File: src/hw/rtl/ring_fifo_with_overwrite_top_macros.svh
// ----------------------------------------------------------------------------
// ring fifo assertion macros
// shared concurrent assertion forms for the ring fifo rtl
// ----------------------------------------------------------------------------
`ifndef RING_FIFO_WITH_OVERWRITE_TOP_MACROS_SVH
`define RING_FIFO_WITH_OVERWRITE_TOP_MACROS_SVH

// condition holds at every edge out of reset
`define RF_ASSERT_ALWAYS(label, clk, rst_n, cond, msg) \
    label: assert property (@(posedge clk) disable iff (!rst_n) (cond)) else $error(msg);

// consequence holds in the same cycle
`define RF_ASSERT_IMPLY(label, clk, rst_n, pre, post, msg) \
    label: assert property (@(posedge clk) disable iff (!rst_n) (pre) |-> (post)) else $error(msg);

// consequence holds in the next cycle
`define RF_ASSERT_NEXT(label, clk, rst_n, pre, post, msg) \
    label: assert property (@(posedge clk) disable iff (!rst_n) (pre) |=> (post)) else $error(msg);

`endif

File: src/hw/rtl/rfifo_pkg.sv
// ----------------------------------------------------------------------------
// rfifo_pkg
// types, constants and helpers shared by the ring fifo modules
// ----------------------------------------------------------------------------
`timescale 1ns / 1ps

package rfifo_pkg;

    localparam int DEPTH      = 16;
    localparam int WIDTH      = 32;
    localparam int PTR_W      = $clog2(DEPTH);
    localparam int CNT_W      = $clog2(DEPTH + 1);
    localparam int CFG_IDX_W  = 2;
    localparam int CFG_DATA_W = 5;

    localparam logic [CFG_IDX_W-1:0] CFG_USED_CAPACITY = CFG_IDX_W'(0);
    localparam logic [CFG_IDX_W-1:0] CFG_OVERWRITE     = CFG_IDX_W'(1);

    typedef enum logic [1:0] {
        MODE_PUSH  = 2'd0,
        MODE_POP   = 2'd1,
        MODE_PEEK  = 2'd2,
        MODE_CLEAR = 2'd3
    } mode_t;

    typedef enum logic [1:0] {
        STATUS_OK    = 2'd0,
        STATUS_EMPTY = 2'd1,
        STATUS_FULL  = 2'd2
    } status_t;

    typedef struct packed {
        mode_t              mode;
        logic [WIDTH-1:0]   data_in;
    } item_t;

    typedef struct packed {
        status_t            status;
        logic [WIDTH-1:0]   data_out;
        logic [CNT_W-1:0]   fill_count;
        logic               is_empty;
        logic               is_full;
    } result_t;

    typedef struct packed {
        logic accept;
        logic execute;
        logic cfg_write;
    } ctrl_cmd_t;

    // capacity clamped into 1..DEPTH
    function automatic logic [CNT_W-1:0] eff_capacity(input logic [CFG_DATA_W-1:0] v);
        logic [CNT_W-1:0] r;
        if (v == '0)
            r = CNT_W'(1);
        else if (32'(v) > DEPTH)
            r = CNT_W'(DEPTH);
        else
            r = CNT_W'(v);
        return r;
    endfunction

    // step an index with wrap at the capacity
    function automatic logic [PTR_W-1:0] advance(input logic [PTR_W-1:0] idx,
                                                 input logic [CNT_W-1:0] cap);
        logic [CNT_W-1:0] n;
        n = CNT_W'(idx) + CNT_W'(1);
        return (n >= cap) ? '0 : n[PTR_W-1:0];
    endfunction

endpackage

File: src/hw/rtl/rfifo_ctrl.sv
// ----------------------------------------------------------------------------
// rfifo_ctrl
// sequencer: accepts a command, runs the update cycle, strobes the result
// ----------------------------------------------------------------------------
`timescale 1ns / 1ps

module rfifo_ctrl
    import rfifo_pkg::*;
(
    input  logic      clk,
    input  logic      rst_n,
    input  logic      start,
    output logic      busy,
    output logic      done,
    input  logic      cfg_valid,
    output logic      cfg_ready,
    output ctrl_cmd_t cmd
);

    typedef enum logic {
        ST_IDLE,
        ST_EXEC
    } state_t;

    state_t state_reg;
    state_t state_next;
    logic   done_reg;

    always_comb
    begin
        state_next = state_reg;
        unique case (state_reg)
            ST_IDLE:
            begin
                if (start)
                    state_next = ST_EXEC;
            end
            ST_EXEC:
            begin
                state_next = ST_IDLE;
            end
            default:
            begin
                state_next = ST_IDLE;
            end
        endcase
    end

    always_ff @(posedge clk or negedge rst_n)
    begin
        if (!rst_n)
        begin
            state_reg <= ST_IDLE;
            done_reg  <= 1'b0;
        end
        else
        begin
            state_reg <= state_next;
            done_reg  <= (state_reg == ST_EXEC);
        end
    end

    assign busy          = (state_reg != ST_IDLE);
    assign cfg_ready     = (state_reg == ST_IDLE);
    assign done          = done_reg;
    assign cmd.accept    = start && (state_reg == ST_IDLE);
    assign cmd.execute   = (state_reg == ST_EXEC);
    assign cmd.cfg_write = cfg_valid && (state_reg == ST_IDLE);

endmodule

File: src/hw/rtl/rfifo_dp.sv
// ----------------------------------------------------------------------------
// rfifo_dp
// pointers, count, configuration and entry store of the ring fifo
// ----------------------------------------------------------------------------
`timescale 1ns / 1ps

`include "ring_fifo_with_overwrite_top_macros.svh"

module rfifo_dp
    import rfifo_pkg::*;
(
    input  logic                  clk,
    input  logic                  rst_n,
    input  ctrl_cmd_t             cmd,
    input  item_t                 item,
    input  logic [CFG_IDX_W-1:0]  cfg_index,
    input  logic [CFG_DATA_W-1:0] cfg_data,
    output result_t               result
);

    logic [WIDTH-1:0] mem [DEPTH];

    logic [CNT_W-1:0] cap_reg;
    logic             ovw_reg;
    logic [PTR_W-1:0] head_reg;
    logic [PTR_W-1:0] tail_reg;
    logic [CNT_W-1:0] count_reg;
    mode_t            op_mode_reg;
    logic [WIDTH-1:0] op_data_reg;
    logic [WIDTH-1:0] rd_data_reg;
    result_t          res_reg;

    logic [PTR_W-1:0] head_next;
    logic [PTR_W-1:0] tail_next;
    logic [CNT_W-1:0] count_next;
    result_t          res_next;
    logic             wr_en;
    logic             out_of_range;
    logic [PTR_W-1:0] rd_addr;
    logic             full;
    logic             empty;

    // indices outside the used region restart the queue
    assign out_of_range = (CNT_W'(head_reg) >= cap_reg) || (CNT_W'(tail_reg) >= cap_reg)
                          || (count_reg > cap_reg);
    assign rd_addr      = out_of_range ? '0 : head_reg;
    assign full         = (count_reg == cap_reg);
    assign empty        = (count_reg == '0);

    always_comb
    begin
        head_next           = head_reg;
        tail_next           = tail_reg;
        count_next          = count_reg;
        wr_en               = 1'b0;
        res_next.status     = STATUS_OK;
        res_next.data_out   = '0;
        unique case (op_mode_reg)
            MODE_PUSH:
            begin
                if (full && !ovw_reg)
                    res_next.status = STATUS_FULL;
                else
                begin
                    wr_en     = 1'b1;
                    tail_next = advance(tail_reg, cap_reg);
                    // full with overwrite: oldest word drops, count stays
                    if (full)
                        head_next = advance(head_reg, cap_reg);
                    else
                        count_next = count_reg + CNT_W'(1);
                end
            end
            MODE_POP:
            begin
                if (empty)
                    res_next.status = STATUS_EMPTY;
                else
                begin
                    res_next.data_out = rd_data_reg;
                    head_next         = advance(head_reg, cap_reg);
                    count_next        = count_reg - CNT_W'(1);
                end
            end
            MODE_PEEK:
            begin
                if (empty)
                    res_next.status = STATUS_EMPTY;
                else
                    res_next.data_out = rd_data_reg;
            end
            MODE_CLEAR:
            begin
                head_next  = '0;
                tail_next  = '0;
                count_next = '0;
            end
            default:
            begin
                head_next = head_reg;
            end
        endcase
        res_next.fill_count = count_next;
        res_next.is_empty   = (count_next == '0);
        res_next.is_full    = (count_next == cap_reg);
    end

    always_ff @(posedge clk or negedge rst_n)
    begin
        if (!rst_n)
        begin
            cap_reg   <= CNT_W'(DEPTH);
            ovw_reg   <= 1'b0;
            head_reg  <= '0;
            tail_reg  <= '0;
            count_reg <= '0;
        end
        else
        begin
            if (cmd.cfg_write)
            begin
                if (cfg_index == CFG_USED_CAPACITY)
                begin
                    cap_reg   <= eff_capacity(cfg_data);
                    head_reg  <= '0;
                    tail_reg  <= '0;
                    count_reg <= '0;
                end
                else if (cfg_index == CFG_OVERWRITE)
                begin
                    ovw_reg   <= cfg_data[0];
                    head_reg  <= '0;
                    tail_reg  <= '0;
                    count_reg <= '0;
                end
            end
            else if (cmd.accept)
            begin
                if (out_of_range)
                begin
                    head_reg  <= '0;
                    tail_reg  <= '0;
                    count_reg <= '0;
                end
            end
            else if (cmd.execute)
            begin
                head_reg  <= head_next;
                tail_reg  <= tail_next;
                count_reg <= count_next;
            end
        end
    end

    // operation word and registered read of the oldest entry
    always_ff @(posedge clk)
    begin
        if (cmd.accept)
        begin
            op_mode_reg <= item.mode;
            op_data_reg <= item.data_in;
            rd_data_reg <= mem[rd_addr];
        end
        if (cmd.execute)
            res_reg <= res_next;
    end

    always_ff @(posedge clk)
    begin
        if (cmd.execute && wr_en)
            mem[tail_reg] <= op_data_reg;
    end

    assign result = res_reg;

    `RF_ASSERT_ALWAYS(a_count_le_cap, clk, rst_n, count_reg <= cap_reg,
                      "count above capacity")
    `RF_ASSERT_ALWAYS(a_head_in_cap, clk, rst_n, CNT_W'(head_reg) < cap_reg,
                      "head outside capacity")
    `RF_ASSERT_IMPLY(a_wr_not_refused, clk, rst_n, cmd.execute && wr_en,
                     !(full && !ovw_reg), "write on refused push")
    `RF_ASSERT_NEXT(a_refused_push, clk, rst_n,
                    cmd.execute && op_mode_reg == MODE_PUSH && full && !ovw_reg,
                    res_reg.status == STATUS_FULL && $stable(count_reg),
                    "full push not refused")

endmodule

File: src/hw/rtl/ring_fifo_with_overwrite_top.sv
// ----------------------------------------------------------------------------
// ring_fifo_with_overwrite_top
// circular fifo of 32-bit words with optional overwrite of the oldest word
// ----------------------------------------------------------------------------
// Each command (push, pop, peek, clear) has an accept and an execute step:
// start is taken while busy is low, the accept step reads the oldest entry
// from the store into a register, the execute step updates pointers and count
// and writes the store. The result is driven for exactly one cycle with done
// high, in the cycle in which busy drops, and the receiver cannot stall it;
// a new command may be started in that same cycle, and none is taken while
// busy is high. Configuration writes are taken while busy is low; writes to
// the capacity or overwrite register clear the queue.
`timescale 1ns / 1ps

module ring_fifo_with_overwrite_top
    import rfifo_pkg::*;
(
    input  logic                  clk,
    input  logic                  rst_n,
    input  logic                  start,
    output logic                  busy,
    input  item_t                 item,
    output logic                  done,
    output result_t               result,
    input  logic                  cfg_valid,
    output logic                  cfg_ready,
    input  logic [CFG_IDX_W-1:0]  cfg_index,
    input  logic [CFG_DATA_W-1:0] cfg_data
);

    ctrl_cmd_t cmd;

    rfifo_ctrl u_ctrl (
        .clk       (clk),
        .rst_n     (rst_n),
        .start     (start),
        .busy      (busy),
        .done      (done),
        .cfg_valid (cfg_valid),
        .cfg_ready (cfg_ready),
        .cmd       (cmd)
    );

    rfifo_dp u_dp (
        .clk       (clk),
        .rst_n     (rst_n),
        .cmd       (cmd),
        .item      (item),
        .cfg_index (cfg_index),
        .cfg_data  (cfg_data),
        .result    (result)
    );

endmodule

File: config.mk
export PLATFORM = sky130hd
export DESIGN_NAME = ring_fifo_with_overwrite_top
export DESIGN_NICKNAME = d
export VERILOG_FILES = /design/src/hw/rtl/rfifo_pkg.sv /design/src/hw/rtl/rfifo_ctrl.sv /design/src/hw/rtl/rfifo_dp.sv /design/src/hw/rtl/ring_fifo_with_overwrite_top.sv
export VERILOG_INCLUDE_DIRS = /design/src /design/src/hw/rtl
export SDC_FILE = /design/constraint.sdc
export NUM_CORES = 1
export LEC_CHECK = 0
export ABC_AREA = 1
export BUFFER_PORTS_ARGS = -buffer_cell sky130_fd_sc_hd__buf_2
export CAP_MARGIN = 10
export CORE_MARGIN = 2
export CORE_UTILIZATION = 50
export DETAILED_ROUTE_END_ITERATION = 10
export PLACE_DENSITY = 0.67
export SLEW_MARGIN = 5
export SYNTH_ARGS = -nofsm -noshare
export SYNTH_HDL_FRONTEND = slang
export SYNTH_SLANG_ARGS = --single-unit
File: constraint.sdc
create_clock -name clk -period 7.23 [get_ports clk]
set_input_delay 1.0845 -clock clk [delete_from_list [all_inputs] [get_ports clk]]
set_output_delay 1.0845 -clock clk [all_outputs]
set_load 0.005 [all_outputs]
==> results_dict.tcl <==
set metrics [dict create \
    status "finished, final reports clean" \
    fillCellCount 4634 \
    synth_fp_nets 2751 \
    dp_slack_ns 2.62 \
    drv_cap 0 \
    period_share_pct 65.0 \
    synth_cells 2671 \
    path_delay_family "simple AND/OR/NAND/NOR gates" \
    die_y_um 243 \
    ys_seq_elements 640 \
    grt_pass1_vias 18373 \
    fmax_mhz 213 \
    r2r-end "u_dp.rd_data_reg[17]" \
    drtIter0Drc 2159 \
    finalWeightedCongestion 0.845 \
    totalWireLength_mm 69.0 \
    reg2reg_depth 13 \
    die_w_um 243 \
    tightest_slew_ns 1.25 \
    fin_cells 3517 \
    critPathMostFrequentCell "nand3_1" \
    power_frac_clock_pct 32.5 \
    post_cts_buffers 0 \
    setup_tns_ns 0 \
    fin_nets 2785 \
    critPathArrivalTime_ns 5.05 \
    p_int_mw 7.02 \
    dieArea_mm2 0.0588 \
    area_growth_pct 11.2 \
    io_pins 89 \
    coreArea_mm2 0.0563 \
    cts_sinks 640 \
    setup_viol 0 \
    path_buf_inv 3 \
    max_stage_delay_ns 0.92 \
    ant_nets 0 \
    grt_usage_pct 23.5 \
    cp_slowest_cell "nand3_4" \
    regMostFlops "u_dp.mem" \
    r2r_slack_ns 2.53 \
    crit_type "register to register" \
    numCtsBuffers 68 \
    slew_headroom_pct 16.8 \
    synth_area_mm2 0.0284 \
    htree_num_levels 3 \
    fin_skew_ns 0.0212 \
    synth.avg_cell_area_um2 10.6 \
    multi_input_area_mm2 0.00686 \
    switching_share_pct 33.2 \
    power_switching_mw 3.49 \
    fp-row-count 87 \
    power_mw 10.5 \
    clk_pin_slew_ns 0.06 \
    p_leak_nw 13.1 \
    crit_chain "inv_1 > ha_1 > inv_1 > a21oi_1 > nand2_1 > nand3_2 > nor2_4 > nand3_4 > buf_4 > nand3_1 > nand3_1 > nand3_1 > nand2_1" \
    insertedDiodeCount 0 \
    yosysWarnings 0 \
    setup_slack_ns 2.53 \
    place_inst 3391 \
    drcViolationCount 0 \
    grt_setup_unrepaired "false" \
    worstPathRequired_ns 7.58 \
    seqCellArea_mm2 0.0191 \
    min_period_ns 4.70 \
    critPathLaunchType "register" \
    finalHoldViolations 0 \
    pwr-share-seq_pct 42.2 \
    wl_per_cell_um 19.6 \
    grt.overflow.total 0 \
    cts.repair.resized 0 \
    r2r-start "u_dp.head_reg[0]" \
    grt_pass1_wl_mm 106 \
    power_density_mw_per_mm2 333 \
    portBuffers 88 \
    grt_max_degree 139 \
    viasPerCell 5.50 \
    largest_reg_flops 512 \
    start_util_pct 50.5 \
    critPathCaptureType "register" \
    seq_area_frac_synth_pct 67.2 \
    finalMaxSlewViolations 0 \
    dr.pass1.iters 5 \
    drive_above_1_share_pct 9.27 \
    ys_types 32 \
    vias 19358 \
    cts_tree "done" \
    clock_latency_ns 0.61 \
    p_comb_share_pct 25.3 \
    hpwl_mm 33.7 \
    cts_hold_buf 0 \
    cts_buffer_depth 3 \
    cp_max_fo 78 \
    vdd_drop_max_uv 261 \
    hp-class "input pin to asynchronous set/reset pin" \
    antenna_found_initial 1 \
    cts_root_buf "clkbuf_16" \
]
==> worst max path at each step <==
stage | startpoint | end | cells past startpoint
2_1_floorplan | u_ctrl.busy | u_dp.tail_reg[0] | 6
3_3_place_gp | u_dp.head_reg[0] | u_dp.rd_data_reg[13] | 13
3_5_place_dp | u_dp.head_reg[0] | u_dp.rd_data_reg[17] | 13
4_1_cts | u_dp.head_reg[0] | u_dp.rd_data_reg[17] | 13
5_1_grt | u_dp.head_reg[0] | u_dp.rd_data_reg[16] | 13
6_report | u_dp.head_reg[0] | u_dp.rd_data_reg[17] | 13
==> layout make-up <==
type / instances / share of cell area [%]
Sequential cell: 640 / 60.5
Multi-Input combinational cell: 1392 / 21.7
Clock buffer: 86 / 5.73
Inverter: 481 / 5.71
Tap cell: 756 / 2.99
Timing Repair Buffer: 122 / 2.24
Clock inverter: 40 / 1.17
==> synthesized netlist by cell type (all sizes together) <==
| cell type | number | area [um2] |
|---|---|---|
| o21bai | 1 | 7.51 |
| o21ai | 14 | 73.8 |
| ha | 35 | 438 |
| mux2 | 1 | 11.3 |
| nand2 | 401 | 1520 |
| nand3 | 345 | 1740 |
| buf | 102 | 611 |
| nor2 | 328 | 1260 |
| o22ai | 11 | 68.8 |
| inv | 481 | 1810 |
| nor3 | 8 | 40.0 |
| nand4 | 226 | 1410 |
| or2 | 1 | 6.26 |
| dfstp | 1 | 26.3 |
| a21oi | 12 | 60.1 |
| xnor2 | 1 | 8.76 |
| a31oi | 2 | 12.5 |
| clkbuf | 56 | 210 |
| dfrtp | 20 | 500 |
| xor2 | 6 | 52.6 |
| edfxtp | 619 | 18600 |
==> metal layers <==
| metal | track usage, % | wire length, um | vias up |
|---|---|---|---|
| met5 | 0 | 0 | - |
| met4 | 9.84 | 2300 | 0 |
| li1 | - | - | 9040 |
| met1 | 32.7 | 29400 | 9247 |
| met2 | 36.8 | 31600 | 923 |
| met3 | 3.78 | 5710 | 148 |
==> metrics by stage <==
stage / utilization [%] / cell area, um2 / hold WS, ns
floorplan: - / 28400 / 0.480
global placement: 52.3 / 29400 / 0.508
detailed placement: 52.3 / 29400 / 0.495
CTS: 56.2 / 31600 / 0.449
global route: 56.2 / 31600 / 0.472
finish: 56.2 / 31600 / 0.442
==> worst register-to-register path, delay by kind of cell (launching register included) <==
family                     cells  cell delay (ns)
and+or+nand+nor                8             2.31
buffers and inverters          3             0.93
DFF                            1             0.83
AOI/OAI and AO/OA              1             0.05
adders and majority gates      1             0.32
==> power by group through the flow <==
stage | Clock [mW] | Sequential, mW | Combinational [mW]
after CTS | 3.47 | 4.43 | 2.64
after global routing | 3.63 | 4.45 | 2.97
after floorplan | 0 | 4.44 | 2.11
final | 3.42 | 4.44 | 2.66
after global placement | 0 | 4.50 | 2.56
after detailed placement | 0 | 4.51 | 2.63
==> layout by cell type (no fill, tap or decap), types with 2 or more instances in the layout <==
cell type  synthesis  final
buf_2             68     88
clkbuf_1          56     16
nand3_1          343    342
nand3_4            0      2
nor3_2             0      4
o21ai_1            2      2
a21oi_1           12     12
xor2_1             6      6
nor3_1             8      4
a31oi_1            2      2
clkinv_2           0     13
inv_6              0      4
clkinv_4           0      2
o22ai_1           11     11
clkbuf_16          0     70
ha_1              35     35
edfxtp_1         619    619
bufinv_16          0      6
clkinv_1           0     14
inv_1            477    477
nand2_1          398    397
buf_4             16     33
nand4_1          226    226
inv_2              4      3
dfrtp_1           20     18
o21ai_0           11     11
nor2_1           324    311
nor2_4             3     16
nand2_2            2      2
==> cells by family (layout without fill, tap and decap cells) <==
group | count (synthesis) | after routing | share of synthesized area [%]
AO/OA/AOI/OAI | 40 | 40 | 0.783
XOR/XNOR | 7 | 7 | 0.216
AND/OR/NAND/NOR | 1309 | 1309 | 21.0
buffers and inverters | 639 | 729 | 9.23
adder cells (fa/ha/maj) | 35 | 35 | 1.54
flip-flops | 640 | 640 | 67.2
multiplexers | 1 | 1 | 0.0396
(Power assumes the default switching activity.)
